**src/rtl/lspwm_pkg.sv**
```systemverilog
`default_nettype none
package lspwm_pkg;

    localparam int PIXEL_COUNT_DEF = 16;

    localparam int CODE_W   = 16;
    localparam int CHAN_W   = 8;
    localparam int GRB_W    = 3 * CHAN_W;
    localparam int BIT_W    = 5;
    localparam int ANGLE_W  = 6;
    localparam int FACTOR_W = 17;
    localparam int IN_W     = 48;

    localparam logic [BIT_W-1:0]   TOP_BIT     = 5'd23;
    localparam logic [ANGLE_W-1:0] MAX_ANGLE   = 6'd45;
    localparam logic [7:0]         MODE_SINGLE = 8'h01;

    localparam logic [CODE_W-1:0] ONE_CODE_RST  = 16'd60;
    localparam logic [CODE_W-1:0] ZERO_CODE_RST = 16'd30;

    // configuration register indexes
    localparam logic REG_ONE_CODE  = 1'b0;
    localparam logic REG_ZERO_CODE = 1'b1;

    // item kind carried in tuser
    localparam logic ACT_LOAD = 1'b0;
    localparam logic ACT_TICK = 1'b1;

    // sequencer phases
    localparam logic [1:0] PH_IDLE = 2'd0;
    localparam logic [1:0] PH_BITS = 2'd1;
    localparam logic [1:0] PH_END  = 2'd2;

    // round(tan(angle deg) * 65536), unsigned q1.16
    localparam logic [FACTOR_W-1:0] TAN_Q16 [0:45] = '{
        17'd0,     17'd1144,  17'd2289,  17'd3435,  17'd4583,  17'd5734,
        17'd6888,  17'd8047,  17'd9210,  17'd10380, 17'd11556, 17'd12739,
        17'd13930, 17'd15130, 17'd16340, 17'd17560, 17'd18792, 17'd20036,
        17'd21294, 17'd22566, 17'd23853, 17'd25157, 17'd26478, 17'd27818,
        17'd29179, 17'd30560, 17'd31964, 17'd33392, 17'd34846, 17'd36327,
        17'd37837, 17'd39378, 17'd40951, 17'd42560, 17'd44205, 17'd45889,
        17'd47615, 17'd49385, 17'd51202, 17'd53070, 17'd54991, 17'd56970,
        17'd59009, 17'd61113, 17'd63288, 17'd65536
    };

    typedef struct packed {
        logic [GRB_W-1:0] grb;
        logic             single;
        logic [7:0]       target;
    } t_load;

    typedef struct packed {
        logic [CODE_W-1:0] duty;
        logic              valid;
        logic              last;
    } t_code;

endpackage
`default_nettype wire

```
**src/rtl/lspwm_scale.sv**
```systemverilog
`default_nettype none
module lspwm_scale (
    input  wire logic [lspwm_pkg::CHAN_W-1:0] i_red,
    input  wire logic [lspwm_pkg::CHAN_W-1:0] i_green,
    input  wire logic [lspwm_pkg::CHAN_W-1:0] i_blue,
    input  wire logic [7:0]                   i_brightness,
    output logic      [lspwm_pkg::GRB_W-1:0]  o_grb
);
    localparam int PROD_W = lspwm_pkg::CHAN_W + lspwm_pkg::FACTOR_W;

    logic [lspwm_pkg::ANGLE_W-1:0]  angle;
    logic [lspwm_pkg::FACTOR_W-1:0] factor;
    logic [PROD_W-1:0]              prod_r;
    logic [PROD_W-1:0]              prod_g;
    logic [PROD_W-1:0]              prod_b;

    always_comb begin
        if (i_brightness > {2'b00, lspwm_pkg::MAX_ANGLE}) begin
            angle = lspwm_pkg::MAX_ANGLE;
        end else begin
            angle = i_brightness[lspwm_pkg::ANGLE_W-1:0];
        end
        factor = lspwm_pkg::TAN_Q16[angle];
        prod_r = PROD_W'(i_red)   * PROD_W'(factor);
        prod_g = PROD_W'(i_green) * PROD_W'(factor);
        prod_b = PROD_W'(i_blue)  * PROD_W'(factor);
    end

    // drop the 16 fraction bits, result never exceeds 255
    assign o_grb = {prod_g[23:16], prod_r[23:16], prod_b[23:16]};

endmodule
`default_nettype wire

```
**src/rtl/lspwm_seq.sv**
```systemverilog
`default_nettype none
module lspwm_seq #(
    parameter int PIXEL_COUNT = lspwm_pkg::PIXEL_COUNT_DEF
) (
    input  wire logic                          i_clk,
    input  wire logic                          i_rst_n,
    input  wire logic                          i_step,
    input  wire logic                          i_action,
    input  wire lspwm_pkg::t_load              i_load,
    input  wire logic [lspwm_pkg::CODE_W-1:0]  i_one_code,
    input  wire logic [lspwm_pkg::CODE_W-1:0]  i_zero_code,
    output lspwm_pkg::t_code                   o_code
);
    localparam int PW = (PIXEL_COUNT > 1) ? $clog2(PIXEL_COUNT) : 1;
    localparam int CW = (PW > 8) ? PW : 8;

    logic [lspwm_pkg::GRB_W-1:0] r_grb, n_grb;
    logic                        r_single, n_single;
    logic [7:0]                  r_target, n_target;
    logic [PW-1:0]               r_pix, n_pix;
    logic [lspwm_pkg::BIT_W-1:0] r_bit, n_bit;
    logic [1:0]                  r_phase, n_phase;

    logic [lspwm_pkg::GRB_W-1:0] word;
    logic                        cur_bit;

    always_comb begin
        word = r_grb;
        if (r_single && (CW'(r_pix) != CW'(r_target))) begin
            word = '0;
        end
        cur_bit = word[r_bit];

        n_grb    = r_grb;
        n_single = r_single;
        n_target = r_target;
        n_pix    = r_pix;
        n_bit    = r_bit;
        n_phase  = r_phase;
        o_code   = '0;

        if (i_action == lspwm_pkg::ACT_LOAD) begin
            // a load abandons any frame in progress
            n_grb    = i_load.grb;
            n_single = i_load.single;
            n_target = i_load.target;
            n_pix    = '0;
            n_bit    = lspwm_pkg::TOP_BIT;
            n_phase  = lspwm_pkg::PH_BITS;
        end else begin
            case (r_phase)
                lspwm_pkg::PH_BITS: begin
                    o_code.duty  = cur_bit ? i_one_code : i_zero_code;
                    o_code.valid = 1'b1;
                    if (r_bit == '0) begin
                        n_bit = lspwm_pkg::TOP_BIT;
                        if (r_pix == PW'(PIXEL_COUNT - 1)) begin
                            n_pix   = '0;
                            n_phase = lspwm_pkg::PH_END;
                        end else begin
                            n_pix = r_pix + 1'b1;
                        end
                    end else begin
                        n_bit = r_bit - 1'b1;
                    end
                end
                lspwm_pkg::PH_END: begin
                    o_code.valid = 1'b1;
                    o_code.last  = 1'b1;
                    n_pix        = '0;
                    n_bit        = lspwm_pkg::TOP_BIT;
                    n_phase      = lspwm_pkg::PH_IDLE;
                end
                default: begin
                    n_phase = lspwm_pkg::PH_IDLE;
                end
            endcase
        end
    end

    always_ff @(posedge i_clk) begin
        if (!i_rst_n) begin
            r_grb    <= '0;
            r_single <= 1'b0;
            r_target <= '0;
            r_pix    <= '0;
            r_bit    <= lspwm_pkg::TOP_BIT;
            r_phase  <= lspwm_pkg::PH_IDLE;
        end else if (i_step) begin
            r_grb    <= n_grb;
            r_single <= n_single;
            r_target <= n_target;
            r_pix    <= n_pix;
            r_bit    <= n_bit;
            r_phase  <= n_phase;
        end
    end

endmodule
`default_nettype wire

```
**src/rtl/led_strip_pwm_code_serializer.sv**
```systemverilog
`default_nettype none
// a result passes through the input register, then the result register, onto m_axis
// one item per cycle unless m_axis stalls; a load gives no result, a tick gives one
// the input register and the result register both advance when the result is taken
// or empty, so ready follows m_axis_tready within the cycle
// reset is synchronous and active low: codes return to 60 and 30, sequencer idle
module led_strip_pwm_code_serializer #(
    parameter int PIXEL_COUNT = lspwm_pkg::PIXEL_COUNT_DEF
) (
    input  wire logic        i_clk,
    input  wire logic        i_rst_n,
    input  wire logic        i_cfg_we,
    input  wire logic        i_cfg_addr,
    input  wire logic [15:0] i_cfg_wdata,
    input  wire logic        s_axis_tvalid,
    output logic             s_axis_tready,
    // red, green, blue, brightness, pattern_mode, lit_position (8 bits each)
    input  wire logic [47:0] s_axis_tdata,
    // action
    input  wire logic        s_axis_tuser,
    output logic             m_axis_tvalid,
    input  wire logic        m_axis_tready,
    // duty
    output logic [15:0]      m_axis_tdata,
    // code_valid
    output logic             m_axis_tuser,
    // frame_last
    output logic             m_axis_tlast
);
    logic [lspwm_pkg::CODE_W-1:0] r_one_code;
    logic [lspwm_pkg::CODE_W-1:0] r_zero_code;

    logic                         r_in_valid;
    logic                         r_in_action;
    logic [lspwm_pkg::IN_W-1:0]   r_in_data;

    logic                         r_out_valid;
    lspwm_pkg::t_code             r_out;

    logic                         advance;
    logic                         step;
    logic [lspwm_pkg::GRB_W-1:0]  scaled_grb;
    lspwm_pkg::t_load             load;
    lspwm_pkg::t_code             code;

    always_ff @(posedge i_clk) begin
        if (!i_rst_n) begin
            r_one_code  <= lspwm_pkg::ONE_CODE_RST;
            r_zero_code <= lspwm_pkg::ZERO_CODE_RST;
        end else if (i_cfg_we) begin
            case (i_cfg_addr)
                lspwm_pkg::REG_ONE_CODE:  r_one_code  <= i_cfg_wdata;
                lspwm_pkg::REG_ZERO_CODE: r_zero_code <= i_cfg_wdata;
                default: ;
            endcase
        end
    end

    assign advance       = !r_out_valid || m_axis_tready;
    assign step          = advance && r_in_valid;
    assign s_axis_tready = !r_in_valid || advance;

    always_ff @(posedge i_clk) begin
        if (!i_rst_n) begin
            r_in_valid <= 1'b0;
        end else if (s_axis_tvalid && s_axis_tready) begin
            r_in_valid <= 1'b1;
        end else if (advance) begin
            r_in_valid <= 1'b0;
        end
    end

    always_ff @(posedge i_clk) begin
        if (s_axis_tvalid && s_axis_tready) begin
            r_in_action <= s_axis_tuser;
            r_in_data   <= s_axis_tdata;
        end
    end

    lspwm_scale u_scale (
        .i_red        (r_in_data[7:0]),
        .i_green      (r_in_data[15:8]),
        .i_blue       (r_in_data[23:16]),
        .i_brightness (r_in_data[31:24]),
        .o_grb        (scaled_grb)
    );

    always_comb begin
        load.grb    = scaled_grb;
        load.single = (r_in_data[39:32] == lspwm_pkg::MODE_SINGLE);
        load.target = r_in_data[47:40];
    end

    lspwm_seq #(
        .PIXEL_COUNT (PIXEL_COUNT)
    ) u_seq (
        .i_clk       (i_clk),
        .i_rst_n     (i_rst_n),
        .i_step      (step),
        .i_action    (r_in_action),
        .i_load      (load),
        .i_one_code  (r_one_code),
        .i_zero_code (r_zero_code),
        .o_code      (code)
    );

    // only ticks produce a transfer on the output side
    always_ff @(posedge i_clk) begin
        if (!i_rst_n) begin
            r_out_valid <= 1'b0;
        end else if (advance) begin
            r_out_valid <= r_in_valid && (r_in_action == lspwm_pkg::ACT_TICK);
        end
    end

    always_ff @(posedge i_clk) begin
        if (advance) begin
            r_out <= code;
        end
    end

    assign m_axis_tvalid = r_out_valid;
    assign m_axis_tdata  = r_out.duty;
    assign m_axis_tuser  = r_out.valid;
    assign m_axis_tlast  = r_out.last;

    a_last_is_valid : assert property (@(posedge i_clk) disable iff (!i_rst_n)
        m_axis_tvalid && m_axis_tlast |-> m_axis_tuser)
        else $error("frame end code without code_valid");

    a_idle_zero : assert property (@(posedge i_clk) disable iff (!i_rst_n)
        m_axis_tvalid && !m_axis_tuser |-> (m_axis_tdata == '0) && !m_axis_tlast)
        else $error("idle tick with nonzero duty or frame end");

    a_in_held : assert property (@(posedge i_clk) disable iff (!i_rst_n)
        r_in_valid && !advance |=> r_in_valid && $stable(r_in_data))
        else $error("pending input item dropped while output stalled");

    a_load_silent : assert property (@(posedge i_clk) disable iff (!i_rst_n)
        step && (r_in_action == lspwm_pkg::ACT_LOAD) |=> !r_out_valid)
        else $error("load item produced an output transfer");

endmodule
`default_nettype wire

```
**config.mk**
```make
export PLATFORM = sky130hd
export DESIGN_NAME = led_strip_pwm_code_serializer
export DESIGN_NICKNAME = d
export VERILOG_FILES = /design/src/rtl/lspwm_pkg.sv /design/src/rtl/lspwm_scale.sv /design/src/rtl/lspwm_seq.sv /design/src/rtl/led_strip_pwm_code_serializer.sv
export SDC_FILE = /design/constraint.sdc
export NUM_CORES = 1
export LEC_CHECK = 0
export ABC_AREA = 1
export BUFFER_PORTS_ARGS = -buffer_cell sky130_fd_sc_hd__buf_2
export CORE_UTILIZATION = 60
export CTS_CLUSTER_DIAMETER = 120
export DETAILED_ROUTE_END_ITERATION = 7
export PLACE_DENSITY_LB_ADDON = 0.12
export SLEW_MARGIN = 40
export SYNTH_ARGS = -nofsm -noshare
export SYNTH_HDL_FRONTEND = slang
export SYNTH_SLANG_ARGS = --single-unit
```
**constraint.sdc**
```tcl
create_clock -name i_clk -period 19.4 [get_ports i_clk]
set_input_delay 1.94 -clock i_clk [delete_from_list [all_inputs] [get_ports i_clk]]
set_output_delay 1.94 -clock i_clk [all_outputs]
set_load 0.01 [all_outputs]
```
==> impl_metrics.tcl <==
set metrics [dict create \
    status "completed" \
    worstSetupStartpointType "register" \
    io_pins 91 \
    dp_slack_ns 11.66 \
    fill_cells 2665 \
    crit_arrival_ns 8.24 \
    avgSynthCellArea_um2 7.770 \
    crit_slowest_cell "inv_1" \
    final_area_um2 19990 \
    instances_no_fill 2848 \
    dieHeight_um 178.4 \
    grt_max_degree 69 \
    relSlewSlack_pct 43.85 \
    hold_start "u_seq.r_target[7]" \
    critical_path.top_delay_family "simple AND/OR/NAND/NOR gates" \
    use_met2_pct 56.28 \
    post-route-period-util_pct 40.75 \
    clk_latency_ns 0.45 \
    avgViaCountPerCell 5.789 \
    coreArea_um2 30590 \
    wl_um 52900 \
    fin_setup_tns_ns 0 \
    drive_gt1_share_pct 6.852 \
    post_cts_buffers 0 \
    start_util_pct 61.02 \
    reg2reg_to "u_seq.r_grb[9]" \
    grt_pass1_vias 16160 \
    rsz0062_at_grt "false" \
    slew_viol_final 0 \
    synthCells 2402 \
    grt_use_met1_pct 46.66 \
    ant_nets 0 \
    worstRegToRegCells 29 \
    cellPowerDensity_nw_per_um2 87.00 \
    die_area_um2 31820 \
    final_hold_viol_count 0 \
    ys_warn_count 0 \
    vias 16490 \
    grt_use_total_pct 34.76 \
    finalSetupViolCount 0 \
    power_w 0.001739 \
    cp.required_ns 19.73 \
    crit_type "register to register" \
    cp_max_fo 16 \
    synthArstFlopShare_pct 0 \
    grt_busiest_layer "met2" \
    peakVddDrop_mv 0.06588 \
    r2r_setup_slack_ns 11.50 \
    placed_area_um2 19360 \
    fmax_ghz 0.1265 \
    path_buf_inv 5 \
    min_to "u_seq.r_target[7]" \
    worstMarginPinSlew_ns 0.8402 \
    area_growth_pct 7.106 \
    worstHoldPathType "register to register" \
    gp_congestion 0.9782 \
    drt_drc_violations_left 0 \
    synth_cell_types 61 \
    ctsHoldBuffers 0 \
    dr.pass1.iters 5 \
    drt_iter0_markers 1504 \
    port_buffers 90 \
    clk_pin_slew_ns 0.08 \
    overflow 0 \
    num_rows 64 \
    dpl.cell_count 2816 \
    maxCapViolCount 0 \
    synth_edf_count 67 \
    grt_first_pass_wirelength_um 84690 \
    synth_nets 2869 \
    syn_area_um2 18660 \
    cts_tree "yes" \
    cts_buffer_depth 2 \
    antenna_cells 0 \
    ctsResizeCount 0 \
    skew_ns 0.01704 \
    die_w_um 178.4 \
    dp_hpwl_um 40680 \
    rr_startpoint "r_in_data[31]" \
    clock_sinks 145 \
    ys_seq_area_share_pct 19.15 \
    final_net_count 2906 \
    cp_common_cell "nor2_1" \
    p_leak_nw 10.34 \
    ys.flop_type "dfxtp_1" \
    hold_path_depth 2 \
    h-tree-depth 4 \
    slowest_delay_ns 0.65 \
    finalWorstSetupSlack_ns 11.50 \
    wire_per_inst_um 18.57 \
    cp-end-kind "register" \
    clockRootBuffer "clkbuf_16" \
    min_period_ns 7.905 \
    grtUsageMet3_pct 5.818 \
    ys_ff_latch 145 \
    antenna_found_initial 0 \
    numCtsBuffers 17 \
]
## final cells by class
class                      instances  area (µm²)  area share [%]
tap                              396       495.5           2.479
sequential                       145        3573           17.88
timing repair buffer             101       533.0           2.666
multi-input combinational       1714       13030           65.19
clock inverter                    15       201.4           1.008
clock buffer                      17       425.4           2.128
inverter                         460        1730           8.656
## placed cells by master (no fill, tap or decap), drive strengths merged, types with 5 or more instances in the layout
cell type,n
nor2,478
inv,461
nand2,339
fa,264
o21ai,148
ha,132
a21oi,113
buf,101
nand3,87
dfxtp,78
edfxtp,67
nand4,24
clkbuf,17
nor3,17
clkinv,14
o211ai,12
xor2,10
xnor2,9
a31oi,9
o221ai,8
o21bai,8
o21a,7
nor4,7
a21o,6
a211oi,5
## sequential cells by signal (all words and copies together) (netlist names), 2 cells and up
name / cells
u_seq.r_bit: 5
r_one_code: 16
u_seq.r_grb: 24
r_in_data: 48
u_seq.r_phase: 2
m_axis_tdata: 16
r_zero_code: 16
u_seq.r_pix: 4
u_seq.r_target: 8
## Yosys cell counts (all sizes together), types with 7 or more instances
cell	instances	area, µm²
nor2	478	1812
inv	454	1704
nand2	339	1305
fa	264	5285
o21ai	148	744.5
ha	132	1652
a21oi	113	576.8
nand3	87	478.0
dfxtp	78	1562
edfxtp	67	2012
clkbuf	52	195.2
buf	31	182.7
nand4	24	150.1
nor3	17	85.08
o211ai	12	90.09
xor2	10	87.58
a31oi	9	56.30
xnor2	9	78.83
o21bai	8	67.56
o221ai	8	70.07
nor4	7	43.79
o21a	7	52.55
## worst max path at each step
stage                        startpoint              end  slack, ns  depth (start not counted)
after global routing      r_in_data[31]   u_seq.r_grb[9]      11.05                         29
after floorplan           r_in_data[31]  u_seq.r_grb[12]      13.28                         33
after detailed placement  r_in_data[31]   u_seq.r_grb[9]      11.66                         29
final                     r_in_data[31]   u_seq.r_grb[9]      11.50                         29
after global placement    r_in_data[24]  u_seq.r_grb[14]      11.80                         25
after CTS                 r_in_data[31]   u_seq.r_grb[9]      11.65                         29
## metrics by stage
step	util, %	hold WS [ns]
after floorplan	-	0.4236
after global placement	63.24	0.4318
after global routing	65.35	0.4806
after CTS	65.35	0.4563
final	65.35	0.4535
after detailed placement	63.30	0.4380
## layer usage
| layer | wire length [µm] | vias to the layer above |
|---|---|---|
| li1 | - | 7572 |
| met1 | 21640 | 8022 |
| met2 | 24950 | 761 |
| met3 | 4273 | 132 |
| met4 | 2035 | 0 |
| met5 | 0 | - |
## power breakdown
group / total, W / internal (W) / switching, W
clock network: 0.000346 / 0.000178 / 0.000168
logic: 0.00104 / 0.000361 / 0.000678
registers: 0.000354 / 0.000338 / 0.0000165
total: 0.00174 / 0.000877 / 0.000862
## kinds of logic after synthesis
| group | synth area share [%] |
|---|---|
| simple gates | 21.14 |
| buf+inv | 11.28 |
| fa+ha+maj | 37.17 |
| compound gates | 10.38 |
| flops | 19.15 |
| xor+xnor | 0.8916 |
## worst reg2reg max path, delay by kind of cell (launching register included)
family          cells  cell delay (ns)
simple gates       16             3.32
compound gates      2             0.27
flops               1             0.41
fa+ha+maj           6             2.66
buf+inv             5             1.15
Power figures use the tool's default switching activity.
